**config.mk**
```make
export PLATFORM = sky130hd
export DESIGN_NAME = svfc_lane
export DESIGN_NICKNAME = d
export VERILOG_FILES = /design/src/rtl/core/svf_cascade_coeff_smoothing_assert.svh /design/src/rtl/core/svfc_pkg.sv /design/src/rtl/core/svfc_lane.sv
export SDC_FILE = /design/constraint.sdc
export NUM_CORES = 2
export LEC_CHECK = 0
export BUFFER_PORTS_ARGS = -buffer_cell sky130_fd_sc_hd__buf_2
export CORE_ASPECT_RATIO = 1.25
export CORE_MARGIN = 2
export CORE_UTILIZATION = 46
export CTS_CLUSTER_DIAMETER = 30
export DETAILED_ROUTE_END_ITERATION = 12
export PLACE_DENSITY_LB_ADDON = 0.12
export SLEW_MARGIN = 0
export SYNTH_ARGS = -nofsm -noshare
export SYNTH_HDL_FRONTEND = slang
export SYNTH_SLANG_ARGS = --single-unit
```
**constraint.sdc**
```tcl
create_clock -name clk -period 11.2 [get_ports clk]
set_input_delay 1.68 -clock clk [delete_from_list [all_inputs] [get_ports clk]]
set_output_delay 1.68 -clock clk [all_outputs]
set_load 0.03 [all_outputs]
```
**src/rtl/core/svf_cascade_coeff_smoothing_assert.svh**
```systemverilog
// assertion macros for the state-variable filter cascade
// used by the top level; no other dependencies
`ifndef SVF_CASCADE_COEFF_SMOOTHING_ASSERT_SVH
`define SVF_CASCADE_COEFF_SMOOTHING_ASSERT_SVH
`ifndef SYNTHESIS
`define SVFC_ASSERT_IMP(lbl, ante, cons) \
    lbl: assert property (@(posedge clk) disable iff (!rst_n) (ante) |-> (cons)) \
        else $error("svfc check failed");
`define SVFC_ASSERT_NXT(lbl, ante, cons) \
    lbl: assert property (@(posedge clk) disable iff (!rst_n) (ante) |=> (cons)) \
        else $error("svfc check failed");
`else
`define SVFC_ASSERT_IMP(lbl, ante, cons)
`define SVFC_ASSERT_NXT(lbl, ante, cons)
`endif
`endif

```
**src/rtl/core/svfc_pkg.sv**
```systemverilog
// shared constants, types and arithmetic helpers for the filter cascade
// no dependencies
package svfc_pkg;

    localparam int SECTIONS   = 8;
    localparam int CHANNELS   = 2;
    localparam int NCOEF      = 6;
    localparam int COEF_DEPTH = SECTIONS * NCOEF;
    localparam int COEF_AW    = $clog2(COEF_DEPTH);
    localparam int SEC_W      = (SECTIONS > 1) ? $clog2(SECTIONS) : 1;

    localparam logic signed [31:0] ONE_Q24   = 32'sh0100_0000;
    localparam logic [24:0]        ALPHA_ONE = 25'h100_0000;

    localparam logic [2:0] COEF_A1 = 3'd0;
    localparam logic [2:0] COEF_A2 = 3'd1;
    localparam logic [2:0] COEF_A3 = 3'd2;
    localparam logic [2:0] COEF_M0 = 3'd3;
    localparam logic [2:0] COEF_M1 = 3'd4;
    localparam logic [2:0] COEF_M2 = 3'd5;

    typedef logic [NCOEF-1:0][31:0] coef_bank_t;

    typedef enum logic [1:0] {
        LANE_IN,
        LANE_SEC,
        LANE_OUT
    } lane_op_t;

    typedef struct packed {
        logic             valid;
        lane_op_t         op;
        logic [SEC_W-1:0] sec;
    } lane_cmd_t;

    typedef struct packed {
        logic start;
        logic first;
    } smooth_cmd_t;

    function automatic logic signed [63:0] rnd(input logic signed [63:0] p, input int s);
        logic signed [63:0] half;
        half = 64'sd1 <<< (s - 1);
        return (p + half) >>> s;
    endfunction

    function automatic logic signed [31:0] sat32(input logic signed [63:0] v);
        if (v > 64'sh0000_0000_7FFF_FFFF)
            return 32'sh7FFF_FFFF;
        else if (v < -64'sh0000_0000_8000_0000)
            return 32'sh8000_0000;
        else
            return v[31:0];
    endfunction

    function automatic logic signed [23:0] sat24(input logic signed [63:0] v);
        if (v > 64'sh0000_0000_007F_FFFF)
            return 24'sh7F_FFFF;
        else if (v < -64'sh0000_0000_0080_0000)
            return 24'sh80_0000;
        else
            return v[23:0];
    endfunction

endpackage

```
**src/rtl/core/svfc_lane.sv**
```systemverilog
// one channel lane: input gain, filter sections on a shared multiplier, output gain
// depends on svfc_pkg
module svfc_lane
    import svfc_pkg::*;
(
    input  logic               clk,
    input  logic               rst_n,
    input  lane_cmd_t          cmd,
    input  coef_bank_t         bank,
    input  logic signed [23:0] samp,
    input  logic [23:0]        in_gain,
    input  logic [23:0]        out_gain,
    output logic               done,
    output logic [23:0]        result
);

    logic                busy_reg, busy_next;
    lane_op_t            op_reg, op_next;
    logic [SEC_W-1:0]    sec_reg, sec_next;
    logic [2:0]          step_reg, step_next;
    logic signed [31:0]  x_reg, x_next;
    logic signed [31:0]  v1_reg, v1_next;
    logic signed [31:0]  v2_reg, v2_next;
    logic signed [31:0]  v3_reg, v3_next;
    logic signed [41:0]  acc_reg, acc_next;
    logic signed [42:0]  accy_reg, accy_next;
    logic signed [63:0]  prod_reg, prod_next;
    logic signed [31:0]  i1_reg [SECTIONS];
    logic signed [31:0]  i1_next [SECTIONS];
    logic signed [31:0]  i2_reg [SECTIONS];
    logic signed [31:0]  i2_next [SECTIONS];
    logic [23:0]         res_reg, res_next;
    logic                done_reg, done_next;

    logic signed [31:0]  mul_a, mul_b, i1, i2;
    logic signed [63:0]  r24;

    always_comb
    begin
        i1  = i1_reg[sec_reg];
        i2  = i2_reg[sec_reg];
        r24 = rnd(prod_reg, 24);

        busy_next = busy_reg;
        op_next   = op_reg;
        sec_next  = sec_reg;
        step_next = step_reg;
        x_next    = x_reg;
        v1_next   = v1_reg;
        v2_next   = v2_reg;
        v3_next   = v3_reg;
        acc_next  = acc_reg;
        accy_next = accy_reg;
        i1_next   = i1_reg;
        i2_next   = i2_reg;
        res_next  = res_reg;
        done_next = 1'b0;
        mul_a     = '0;
        mul_b     = '0;

        if (!busy_reg)
        begin
            if (cmd.valid)
            begin
                busy_next = 1'b1;
                op_next   = cmd.op;
                sec_next  = cmd.sec;
                step_next = '0;
            end
        end
        else
        begin
            step_next = step_reg + 3'd1;
            case (op_reg)
                LANE_IN:
                begin
                    mul_a = 32'(samp);
                    mul_b = $signed({8'd0, in_gain});
                    if (step_reg == 3'd1)
                    begin
                        x_next    = sat32(rnd(prod_reg, 19));
                        busy_next = 1'b0;
                        done_next = 1'b1;
                    end
                end
                LANE_OUT:
                begin
                    mul_a = x_reg;
                    mul_b = $signed({8'd0, out_gain});
                    if (step_reg == 3'd1)
                    begin
                        res_next  = sat24(rnd(prod_reg, 21));
                        busy_next = 1'b0;
                        done_next = 1'b1;
                    end
                end
                LANE_SEC:
                begin
                    case (step_reg)
                        3'd0:
                        begin
                            v3_next = sat32(64'(x_reg) - 64'(i2));
                            mul_a   = $signed(bank[COEF_A1]);
                            mul_b   = i1;
                        end
                        3'd1:
                        begin
                            acc_next = r24[41:0];
                            mul_a    = $signed(bank[COEF_A2]);
                            mul_b    = v3_reg;
                        end
                        3'd2:
                        begin
                            v1_next = sat32(64'(acc_reg) + r24);
                            mul_a   = $signed(bank[COEF_M0]);
                            mul_b   = x_reg;
                        end
                        3'd3:
                        begin
                            accy_next = r24[42:0];
                            mul_a     = $signed(bank[COEF_A2]);
                            mul_b     = v1_reg;
                        end
                        3'd4:
                        begin
                            acc_next = 42'(64'(i2) + r24);
                            mul_a    = $signed(bank[COEF_A3]);
                            mul_b    = v3_reg;
                        end
                        3'd5:
                        begin
                            v2_next          = sat32(64'(acc_reg) + r24);
                            i1_next[sec_reg] = sat32(64'(v1_reg) * 2 - 64'(i1));
                            mul_a            = $signed(bank[COEF_M1]);
                            mul_b            = v1_reg;
                        end
                        3'd6:
                        begin
                            accy_next        = 43'(64'(accy_reg) + r24);
                            i2_next[sec_reg] = sat32(64'(v2_reg) * 2 - 64'(i2));
                            mul_a            = $signed(bank[COEF_M2]);
                            mul_b            = v2_reg;
                        end
                        default:
                        begin
                            x_next    = sat32(64'(accy_reg) + r24);
                            busy_next = 1'b0;
                            done_next = 1'b1;
                        end
                    endcase
                end
                default:
                begin
                    busy_next = 1'b0;
                end
            endcase
        end
        prod_next = mul_a * mul_b;
    end

    always_ff @(posedge clk or negedge rst_n)
    begin
        if (!rst_n)
        begin
            busy_reg <= 1'b0;
            op_reg   <= LANE_IN;
            sec_reg  <= '0;
            step_reg <= '0;
            done_reg <= 1'b0;
            for (int k = 0; k < SECTIONS; k++)
            begin
                i1_reg[k] <= '0;
                i2_reg[k] <= '0;
            end
        end
        else
        begin
            busy_reg <= busy_next;
            op_reg   <= op_next;
            sec_reg  <= sec_next;
            step_reg <= step_next;
            done_reg <= done_next;
            i1_reg   <= i1_next;
            i2_reg   <= i2_next;
        end
    end

    always_ff @(posedge clk)
    begin
        x_reg    <= x_next;
        v1_reg   <= v1_next;
        v2_reg   <= v2_next;
        v3_reg   <= v3_next;
        acc_reg  <= acc_next;
        accy_reg <= accy_next;
        prod_reg <= prod_next;
        res_reg  <= res_next;
    end

    assign done   = done_reg;
    assign result = res_reg;

endmodule

```
==> results.cfg <==
[outcome]
outcome = finished, final reports clean

[synth]
synth_area_um2 = 84900
synth_area_leaders = fa_1, dfrtp_1, edfxtp_1
async_reset_ff_share_pct = 64.9
ys_seq_area_share_pct = 24.8
synth_edf_count = 236
synthCells = 9548
synth_nets = 11300
synth_top_area_share_pct = 25.6
ys_ff_latch = 804
synth_top_flop_cell = dfrtp_1
yosys.area.top_type = fa_1
synth_area_per_cell_um2 = 8.90
synth.distinct_cells = 99
yosys_warnings = 0

[drt]
ant_nets = 0
vias = 74600
drtPass1Iterations = 6
wl_per_cell_um = 29.5
drt-vias-per-instance = 5.93
wl_mm = 371
drt_iter0_markers = 6652
drc = 0

[final_layout]
finalInstanceArea_um2 = 98500
final_core_util_pct = 53.7
layout.cells.most_common = inv_1
layout-drive-gt1-share_pct = 12.9
num-nets-final = 11800
areaGrowthSynthToFinish_pct = 16.0
mostFrequentLayoutCells = inv_1, nand2_1, fa_1

[critical_path]
critPathSlowestCell = a31oi_4
r2r_end = prod_reg[58]
critPathCaptureType = flip-flop
critPathRequiredTime_ns = 11.97
cp_max_fo = 12
crit_path_max_incr_delay_ns = 0.79
rrSetupSlack_ns = 0.14
worst_r2r_path_depth = 39
start_kind = flip-flop
critical_path_arrival_ns = 11.83
worstSetupPathType = reg -> reg
cp_common_cell = buf_4
reg2reg_from = step_reg[1]
critical_path.startpoint = step_reg[1]

[floorplan]
ios = 297
dieArea_um2 = 188000
start_util_pct = 46.2
rows = 176
die_width_um = 388
coreArea_um2 = 184000
die_y_um = 484

[global_routing]
antenna_found_initial = 44
grt_pass1_wl_mm = 536
grt_max_degree = 167
grt_pass1_vias = 77600
grt_overflow_total = 0
grt_use_total_pct = 39.7

[sta]
slew_viol_final = 0
period_share_pct = 98.7
fin_ws_ns = 0.144
hold_violations = 0
finalSetupViolCount = 0
min_period_ns = 11.06
max-slew-margin-rel_pct = 15.6
rsz0062_at_grt = false
max_freq_mhz = 90.5
skew_ns = 0.0835
worstMarginPinSlew_ns = 1.26

[placed_design]
place_ws_ns = -0.574
hpwl_mm = 296
place.gp.congestion = 1.07
post_dp_cell_area_um2 = 92000
port_buffers = 296

[flow_run]
max_cap_viol_count = 0

[clock_tree]
cts.reportedPaths.clkPinSlew_ns = 0.06
cts_root_buffer = clkbuf_16
ctsHoldBuffers = 0
cts_tree = yes
cts_buffer_depth = 3
clk_latency_ns = 0.85
cts_buffers = 176
cts.sinks = 804
htree_levels = 4

[worst_hold_path]
hold_class = reg -> reg
hold_start = i2_reg[65]
hold_depth = 2
hold_end = i2_reg[65]
-- cell type report --
class                           instances  area, um2
Fill cell                           17100      85100
Multi-Input combinational cell       6892      57200
Sequential cell                       804      21100
Timing Repair Buffer                  807       5800
Inverter                             1325       4970
Clock buffer                          209       4770
Tap cell                             2403       3010
Clock inverter                        118       1620
Antenna cell                           20       50.0
-- cells in the mapped netlist (all sizes together) (27+ instances only) --
cell type,count
nor2,874
a211oi,28
and4,47
nand4,56
o21ai,663
nor3,77
dfrtp,522
inv,1323
a222oi,34
buf,65
xor2,136
and3,71
o21a,80
edfxtp,236
nand3,91
clkbuf,462
o211ai,43
a221oi,31
ha,407
mux2i,37
a22o,39
a21oi,511
a21o,184
a22oi,235
nand2b,81
fa,1088
dfxtp,46
a31oi,46
o21bai,78
nor2b,67
xnor2,215
o31ai,27
and2,79
nand2,1259
mux2,67
-- through the flow --
stage | hold WS [ns] | instances | TNS [ns]
after CTS | 0.475 | 12600 | 0
after global placement | 0.458 | 12200 | -2.34
after global routing | 0.485 | 12600 | 0
final | 0.473 | 12600 | 0
after floorplan | 0.442 | 9548 | 0
after detailed placement | 0.466 | 12200 | -4.09
-- critical path, delay by kind of cell, from the launching register on --
family,cells,cell delay (ns)
fa+ha+maj,10,4.02
buf+inv,13,1.97
simple gates,4,0.40
xor+xnor,1,0.22
mux,1,0.47
flops,1,0.41
compound gates,10,3.49
-- worst max-delay path by stage --
stage                     slack [ns]      endpoint
after global placement         -0.43  prod_reg[60]
after detailed placement       -0.57  prod_reg[60]
final                           0.14  prod_reg[58]
after floorplan                 0.89  prod_reg[63]
after CTS                       0.06  prod_reg[60]
after global routing            0.04  prod_reg[60]
-- metal layers --
| layer | global-route usage (%) | vias up | part of all wire [%] |
|---|---|---|---|
| met3 | 9.87 | 1343 | 8.0 |
| met2 | 65.0 | 3532 | 47 |
| met1 | 42.6 | 37300 | 34 |
| met5 | 0 | - | 0.062 |
| met4 | 35.3 | 34 | 11 |
| li1 | - | 32400 | - |
-- kinds of logic (layout without fill, tap and decap cells) --
logic type	count (synthesis)	in the layout	share of synthesized area [%]
other	0	20	0
DFF	804	804	24.8
and+or+nand+nor	2781	2781	14.2
xor gates and xnor gates	351	351	3.62
buffers and inverters	1852	2459	8.25
adders and majority gates	1498	1498	31.7
AOI/OAI and AO/OA	2158	2158	16.1
muxes	104	104	1.32
-- what timing repair did --
| action | in CTS | in global routing |
|---|---|---|
| resized for setup | 4 | 24 |
| setup buffers | 0 | 5 |
| endpoints found under the setup margin | 10 | 19 |
| pin swaps | 0 | 2 |
Power is not shown: default switching activity piles up to over one toggle a cycle in this logic, so the estimate is an artifact.
