`config.mk`:
```
export PLATFORM = sky130hd
export DESIGN_NAME = svfc_merge
export DESIGN_NICKNAME = d
export VERILOG_FILES = /design/src/rtl/core/svf_cascade_coeff_smoothing_assert.svh /design/src/rtl/core/svfc_pkg.sv /design/src/rtl/core/svfc_merge.sv
export SDC_FILE = /design/constraint.sdc
export NUM_CORES = 1
export LEC_CHECK = 0
export ABC_AREA = 1
export BUFFER_PORTS_ARGS = -buffer_cell sky130_fd_sc_hd__clkbuf_2
export CAP_MARGIN = 5
export CORE_ASPECT_RATIO = 2
export CORE_MARGIN = 8
export CORE_UTILIZATION = 30
export DETAILED_ROUTE_END_ITERATION = 8
export PLACE_DENSITY = 0.59
export SYNTH_ARGS = -nofsm -noshare
export SYNTH_HDL_FRONTEND = slang
export SYNTH_SLANG_ARGS = --single-unit
```
`constraint.sdc`:
```
create_clock -name clk -period 1 [get_ports clk]
set_clock_uncertainty 0.15 [all_clocks]
set_input_delay 0.2 -clock clk [delete_from_list [all_inputs] [get_ports clk]]
set_output_delay 0.2 -clock clk [all_outputs]
set_load 0.02 [all_outputs]
```
`src/rtl/core/svf_cascade_coeff_smoothing_assert.svh`:
```
// assertion macros for the state-variable filter cascade
// used by the top level; no other dependencies
`ifndef SVF_CASCADE_COEFF_SMOOTHING_ASSERT_SVH
`define SVF_CASCADE_COEFF_SMOOTHING_ASSERT_SVH
`ifndef SYNTHESIS
`define SVFC_ASSERT_IMP(lbl, ante, cons) \
    lbl: assert property (@(posedge clk) disable iff (!rst_n) (ante) |-> (cons)) \
        else $error("svfc check failed");
`define SVFC_ASSERT_NXT(lbl, ante, cons) \
    lbl: assert property (@(posedge clk) disable iff (!rst_n) (ante) |=> (cons)) \
        else $error("svfc check failed");
`else
`define SVFC_ASSERT_IMP(lbl, ante, cons)
`define SVFC_ASSERT_NXT(lbl, ante, cons)
`endif
`endif

```
`src/rtl/core/svfc_pkg.sv`:
```
// shared constants, types and arithmetic helpers for the filter cascade
// no dependencies
package svfc_pkg;

    localparam int SECTIONS   = 8;
    localparam int CHANNELS   = 2;
    localparam int NCOEF      = 6;
    localparam int COEF_DEPTH = SECTIONS * NCOEF;
    localparam int COEF_AW    = $clog2(COEF_DEPTH);
    localparam int SEC_W      = (SECTIONS > 1) ? $clog2(SECTIONS) : 1;

    localparam logic signed [31:0] ONE_Q24   = 32'sh0100_0000;
    localparam logic [24:0]        ALPHA_ONE = 25'h100_0000;

    localparam logic [2:0] COEF_A1 = 3'd0;
    localparam logic [2:0] COEF_A2 = 3'd1;
    localparam logic [2:0] COEF_A3 = 3'd2;
    localparam logic [2:0] COEF_M0 = 3'd3;
    localparam logic [2:0] COEF_M1 = 3'd4;
    localparam logic [2:0] COEF_M2 = 3'd5;

    typedef logic [NCOEF-1:0][31:0] coef_bank_t;

    typedef enum logic [1:0] {
        LANE_IN,
        LANE_SEC,
        LANE_OUT
    } lane_op_t;

    typedef struct packed {
        logic             valid;
        lane_op_t         op;
        logic [SEC_W-1:0] sec;
    } lane_cmd_t;

    typedef struct packed {
        logic start;
        logic first;
    } smooth_cmd_t;

    function automatic logic signed [63:0] rnd(input logic signed [63:0] p, input int s);
        logic signed [63:0] half;
        half = 64'sd1 <<< (s - 1);
        return (p + half) >>> s;
    endfunction

    function automatic logic signed [31:0] sat32(input logic signed [63:0] v);
        if (v > 64'sh0000_0000_7FFF_FFFF)
            return 32'sh7FFF_FFFF;
        else if (v < -64'sh0000_0000_8000_0000)
            return 32'sh8000_0000;
        else
            return v[31:0];
    endfunction

    function automatic logic signed [23:0] sat24(input logic signed [63:0] v);
        if (v > 64'sh0000_0000_007F_FFFF)
            return 24'sh7F_FFFF;
        else if (v < -64'sh0000_0000_0080_0000)
            return 24'sh80_0000;
        else
            return v[23:0];
    endfunction

endpackage

```
`src/rtl/core/svfc_merge.sv`:
```
// merges lane results into one output item held in a register
// depends on svfc_pkg
module svfc_merge
    import svfc_pkg::*;
(
    input  logic                      clk,
    input  logic                      rst_n,
    input  logic                      load,
    input  logic [CHANNELS-1:0][23:0] lane_res,
    output logic                      m_axis_tvalid,
    input  logic                      m_axis_tready,
    output logic [47:0]               m_axis_tdata
);

    logic        valid_reg, valid_next;
    logic [47:0] data_reg, data_next;

    always_comb
    begin
        valid_next = valid_reg;
        data_next  = data_reg;
        if (valid_reg && m_axis_tready)
        begin
            valid_next = 1'b0;
        end
        if (load)
        begin
            valid_next = 1'b1;
            data_next  = '0;
            for (int c = 0; c < CHANNELS; c++)
            begin
                data_next[c*24 +: 24] = lane_res[c];
            end
        end
    end

    always_ff @(posedge clk or negedge rst_n)
    begin
        if (!rst_n)
        begin
            valid_reg <= 1'b0;
        end
        else
        begin
            valid_reg <= valid_next;
        end
    end

    always_ff @(posedge clk)
    begin
        data_reg <= data_next;
    end

    assign m_axis_tvalid = valid_reg;
    assign m_axis_tdata  = data_reg;

endmodule

```
==> impl_metrics.tcl, run 1 <==
set metrics [dict create \
    status "finished, violations left" \
    failed_checks "negative setup slack" \
    path_max_fanout 1 \
    cts_sinks 49 \
    rsz0062_at_grt "true" \
    multi_input_area_sq_um 7.51 \
    fillers 351 \
    power.share.sequential_pct 57.0 \
    clock_path_buffers 2 \
    p_int_w 0.00338 \
    wl_per_cell_um 16.3 \
    period_share_pct 120 \
    grt_max_degree 27 \
    cts_buffers 5 \
    synth_top_family_by_area "buffers and inverters" \
    nets 264 \
    synth_adder_area_share_pct 0 \
    worst_slack_ps -197 \
    final_cells 270 \
    finalSetupViolCount 49 \
    hold_class "input port to asynchronous set/reset pin" \
    drt_iter0_drc 28 \
    yosys.cell_types.count 4 \
    reg2reg_depth 2 \
    vias_per_cell 4.18 \
    clockPowerShare_pct 24.1 \
    dpl.hpwl_um 3060 \
    yosys.area_share.simple_pct 0.507 \
    num_rows 36 \
    regToRegStartpoint "m_axis_tvalid" \
    diodes 0 \
    tritoncts "yes" \
    drc 0 \
    path_buf_inv 1 \
    r2r_setup_slack_ps 220 \
    grt_usage_pct 11.3 \
    final_antenna_net_count 0 \
    synth-seq-cells 49 \
    cts_root_buf "clkbuf_8" \
    cp.required_ps 650 \
    synth_cells 53 \
    clkTransAtPathRegs_ps 80 \
    hold_viol_final 0 \
    period_minus_slack_ps 1200 \
    routed_wl_um 4400 \
    placed_cells 212 \
    final_util_pct 60.5 \
    max_stage_delay_ps 410 \
    drive_gt1_share_pct 50.2 \
    cp-start-kind "flop" \
    dieArea_sq_um 7580 \
    fp.dieH_um 115 \
    path_cells "buf_6" \
    max_freq_mhz 835 \
    whs_ps 81.1 \
    power_leakage_nw 1.25 \
    core_area_sq_um 4820 \
    cts_setup_buffers 0 \
    path_class "flop to primary output" \
    antenna_found_initial 0 \
    reg2reg_to "m_axis_tvalid" \
    dr_total_vias 1128 \
    final.setup.tns_ps -8180 \
    grt-ovfl-total 0 \
    end_kind "primary output" \
    dp_slack_ps -2.12 \
    crit_path_top_delay_cell "edfxtp_1" \
    yosysSeqAreaShare_pct 99.0 \
    ir_drop_mv 1.08 \
    synth-xor-area-share_pct 0 \
    drt_first_pass_iters 4 \
    areaGrowthSynthToFinish_pct 96.7 \
    cap_violations 0 \
    slew_viol_final 0 \
    grt_pass1_wl_um 6360 \
    path_delay_family "flip-flops" \
    slew_headroom_pct 90.5 \
    io_pins 101 \
    comb_power_share_pct 18.9 \
    regArea_sq_um 1470 \
    first_global_vias 1300 \
    worstMarginPinSlew_ps 143 \
    syn_area_sq_um 1480 \
    htree_levels 2 \
    syn_avg_cell_area_sq_um 28.0 \
    die-width_um 65.7 \
    globalplace.congestion 0.729 \
    p_sw_w 0.00100 \
    synth_nets 105 \
    crit_arrival_ps 850 \
    io_buffers 100 \
    start_util_pct 30.7 \
    clk_latency_ps 280 \
    yosysWarnings 0 \
    synth_compound_area_share_pct 0 \
    swShare_pct 22.9 \
    muxShareOfSynthArea_pct 0 \
    p_per_area_nw_per_um2 1510 \
]
[through the flow]
step                      instance area [sq um]  total power, W
final                                      2910         0.00439
after global routing                       2910         0.00455
after CTS                                  2680         0.00427
after detailed placement                   2090         0.00305
after global placement                     2090         0.00304
after floorplan                            1480         0.00274
[Yosys cell counts]
master	number	area share (%)
inv_1	2	0.51
dfrtp_1	1	1.7
edfxtp_1	48	97
nand2_1	2	0.51
[kinds of logic after synthesis]
family / Yosys count
flops: 49
buf+inv: 2
simple gates: 2
[layer usage]
layer / vias up / wire length, um / global-route usage [%]
met1: 542 / 1360 / 9.27
li1: 523 / - / -
met3: 8 / 273 / 4.39
met5: - / 0 / 0
met4: 0 / 116 / 5.87
met2: 55 / 2660 / 21.6
[worst max path at each step]
stage,startpoint,end,slack (ps),depth (start not counted)
final,m_axis_tdata[26],m_axis_tdata[26],-200,1
after global routing,m_axis_tdata[36],m_axis_tdata[36],-220,1
after CTS,m_axis_tdata[9],m_axis_tdata[9],-210,1
after detailed placement,load,m_axis_tdata[31],-2,2
after global placement,load,m_axis_tdata[17],9,2
after floorplan,m_axis_tvalid,m_axis_tvalid,170,2
[power groups by stage]
stage                 logic, W  registers, W  clock network, W
floorplan           0.00000345       0.00273                 0
global placement      0.000527       0.00251                 0
detailed placement    0.000533       0.00252                 0
CTS                   0.000696       0.00247           0.00109
global route          0.000874       0.00251           0.00117
finish                0.000830       0.00250           0.00106
[layout by cell type, fill, tap and decap left out, drive strengths merged]
master	instances
clkbuf	60
dlygate4sd3	50
buf	50
edfxtp	48
inv	2
nand2	2
dfrtp	1
[repair_timing]
action                                  CTS  global route
endpoints found under the setup margin   49            49
resized for setup                         2           123
endpoints found under the hold margin    50             0
hold buffers                             50             0
[layout make-up]
| type | instances | area share (%) |
|---|---|---|
| Clock buffer | 8 | 2.75 |
| Timing Repair Buffer | 152 | 44.0 |
| Inverter | 2 | 0.258 |
| Tap cell | 57 | 2.45 |
| Multi-Input combinational cell | 2 | 0.258 |
| Sequential cell | 49 | 50.3 |
[flip-flops by register name, indices dropped and copies added (netlist names)]
register and cells:
m_axis_tdata 48, m_axis_tvalid 1
(Power assumes the default switching activity.)
==> inputs of run 2 (changes only) <==
--- a/config.mk
+++ b/config.mk
@@ -5,14 +5,13 @@
 export SDC_FILE = /design/constraint.sdc
 export NUM_CORES = 1
 export LEC_CHECK = 0
-export ABC_AREA = 1
 export BUFFER_PORTS_ARGS = -buffer_cell sky130_fd_sc_hd__clkbuf_2
 export CAP_MARGIN = 5
 export CORE_ASPECT_RATIO = 2
 export CORE_MARGIN = 8
 export CORE_UTILIZATION = 30
 export DETAILED_ROUTE_END_ITERATION = 8
-export PLACE_DENSITY = 0.59
+export PLACE_DENSITY = 0.61
 export SYNTH_ARGS = -nofsm -noshare
 export SYNTH_HDL_FRONTEND = slang
 export SYNTH_SLANG_ARGS = --single-unit
==> constraint.sdc (replaced) <==
create_clock -name clk -period 1.1 [get_ports clk]
set_clock_uncertainty 0.15 [all_clocks]
set_input_delay 0.22 -clock clk [delete_from_list [all_inputs] [get_ports clk]]
set_output_delay 0.22 -clock clk [all_outputs]
set_load 0.02 [all_outputs]
==> run 2 against run 1 <==
The run still ends with negative setup slack left. Register-to-register slack got worse by 60 ps. Worst setup slack improved by 69 ps. Worst hold slack got worse by 48 ps. Critical path depth did not move. Area after synthesis fell by 0.25%. Sequential power fell by 9.2%. Cell count fell by 0.37%. Design area rose by 0.47%. Sequential share of layout area fell by 0.24 points. Critical path type unchanged. Critical endpoint is now m_axis_tdata[32]. Largest cell class unchanged.
==> impl_metrics.tcl, run 2 <==
set metrics [dict create \
    clockPowerShare_pct 23.7 \
    rsz0062_at_grt "true" \
    synth_cells 51 \
    syn_avg_cell_area_sq_um 29.0 \
    power.share.sequential_pct 57.2 \
    synth_edf_count 48 \
    status "finished, violations left" \
    failed_checks "negative setup slack" \
    wl_per_cell_um 15.6 \
    period_minus_slack_ps 1230 \
    comb_power_share_pct 19.0 \
    grt_max_degree 33 \
    p_per_area_nw_per_um2 1360 \
    worst_slack_ps -128 \
    ir_drop_mv 1.30 \
    cts_sinks 49 \
    place_area_sq_um 2090 \
    max_stage_delay_ps 420 \
    syn_area_sq_um 1480 \
    final_area_sq_um 2930 \
    fp.dieH_um 115 \
    cp.required_ps 730 \
    whs_ps 32.9 \
    slew_headroom_pct 88.4 \
    dr_total_vias 1099 \
    crit_arrival_ps 860 \
    cts_buffers 5 \
    slew_viol_final 0 \
    p_sw_w 0.000909 \
    synth_top_cell_by_area "edfxtp_1" \
    synth_common_cells "edfxtp_1 (48), a21o_1 (1), dfrtp_1 (1), inv_1 (1)" \
    swShare_pct 22.9 \
    netlist.area_leader.share_pct 97.5 \
    start_util_pct 30.7 \
    max_freq_mhz 814 \
    reg2reg_depth 2 \
    core_area_sq_um 4820 \
    end_kind "primary output" \
    yosysWarnings 0 \
    final_cells 269 \
    cts_root_buf "clkbuf_8" \
    total_power_w 0.00397 \
    globalplace.congestion 0.712 \
    synthArstFlopShare_pct 2.04 \
    path_buf_inv 1 \
    cap_violations 0 \
    drt_first_pass_iters 2 \
    yosys.cell_types.count 4 \
    hold_class "input port to flop" \
    final_cell_mix "clkbuf_2 (52), dlygate4sd3_1 (49), edfxtp_1 (48)" \
    num_rows 36 \
    io_buffers 100 \
    die-width_um 65.6 \
    p_int_w 0.00306 \
    synth_nets 103 \
    final.setup.tns_ps -4120 \
    tritoncts "yes" \
    crit_path_top_delay_cell "edfxtp_1" \
    cp.depth 1 \
    routed_wl_um 4200 \
    htree_levels 2 \
    finalSetupViolCount 49 \
    power_leakage_nw 1.25 \
    drt_iter0_drc 14 \
    synth_ff_type "edfxtp_1" \
    yosysSeqAreaShare_pct 99.2 \
    drc 0 \
    synth-seq-cells 49 \
    grt-ovfl-total 0 \
    synth_most_common_cell "edfxtp_1" \
    placed_cells 210 \
    vias_per_cell 4.09 \
    path_delay_family "flip-flops" \
    grt_pass1_wl_um 6080 \
    final_antenna_net_count 0 \
    dieArea_sq_um 7560 \
    clock_path_buffers 2 \
    worstMarginPinSlew_ps 175 \
    cp-start-kind "flop" \
    netlist_top_cells_area "edfxtp_1 (98%), dfrtp_1 (1.7%), a21o_1 (0.51%)" \
    layout_commonest_cell "clkbuf_2" \
    io_pins 101 \
    drive_gt1_share_pct 51.7 \
    grt_usage_pct 10.9 \
    clkTransAtPathRegs_ps 80 \
    first_global_vias 1283 \
    path_class "flop to primary output" \
    period_share_pct 112 \
    clk_latency_ps 280 \
    hold_depth 3 \
    areaGrowthSynthToFinish_pct 98.1 \
    path_max_fanout 1 \
    nets 262 \
    antenna_found_initial 1 \
    path_cells "buf_6" \
    hold_viol_final 0 \
    largest_register_ff_count 48 \
]
[run 2: cell count changes after synthesis]
cell / before / now
a21o_1: 0 / 1
inv_1: 2 / 1
nand2_1: 2 / 0
[run 2: power by group through the flow]
stage	registers, W	logic (W)	clock network, W
floorplan	0.00249	0.00000256	0
CTS	0.00225	0.000622	0.000997
detailed placement	0.00229	0.000480	0
finish	0.00227	0.000756	0.000942
global route	0.00229	0.000797	0.00107
global placement	0.00229	0.000473	0
[run 2: final timing paths]
kind / start / slack [ps] / to
worst max-delay path: m_axis_tdata[32] / -130 / m_axis_tdata[32]
worst min-delay path: m_axis_tready / 30 / m_axis_tvalid
worst max register to register: m_axis_tvalid / 160 / m_axis_tvalid
worst min register to register: m_axis_tvalid / 450 / m_axis_tvalid
max in group asynchronous: rst_n / 620 / m_axis_tvalid
min in group asynchronous: rst_n / 90 / m_axis_tvalid
[run 2: timing repair]
item,CTS,global route
buffers inserted,0,1
setup endpoints to repair,49,49
gates resized for setup,0,131
endpoints found under the hold margin,49,0
hold buffers,49,0
[run 2: metrics by stage]
step                      util [%]  setup slack (ps)
after floorplan                  -               211
after global placement        43.4              66.2
after detailed placement      43.4              44.6
after CTS                     55.2              -135
after global routing          60.7              -154
final                         60.7              -128
[run 2: area by class of cell]
cell class / instances / area (sq um)
Clock buffer: 5 / 68.8
Tap cell: 57 / 71.3
Timing Repair Buffer: 152 / 1290
Inverter: 1 / 3.75
Sequential cell: 49 / 1470
Fill cell: 352 / 1890
Clock inverter: 3 / 12.5
Multi-Input combinational cell: 1 / 7.51
Antenna cell: 1 / 2.50
[run 2: cells by family after synthesis]
group	share of synthesized area, %
buf+inv	0.254
flops	99.2
compound gates	0.508
[run 2: per-layer routing]
layer,vias to the layer above,global-route usage [%],wire (um)
li1,519,-,-
met1,510,8.42,1260
met2,56,20.1,2470
met3,14,4.39,304
met4,0,7.92,163
met5,-,0,0
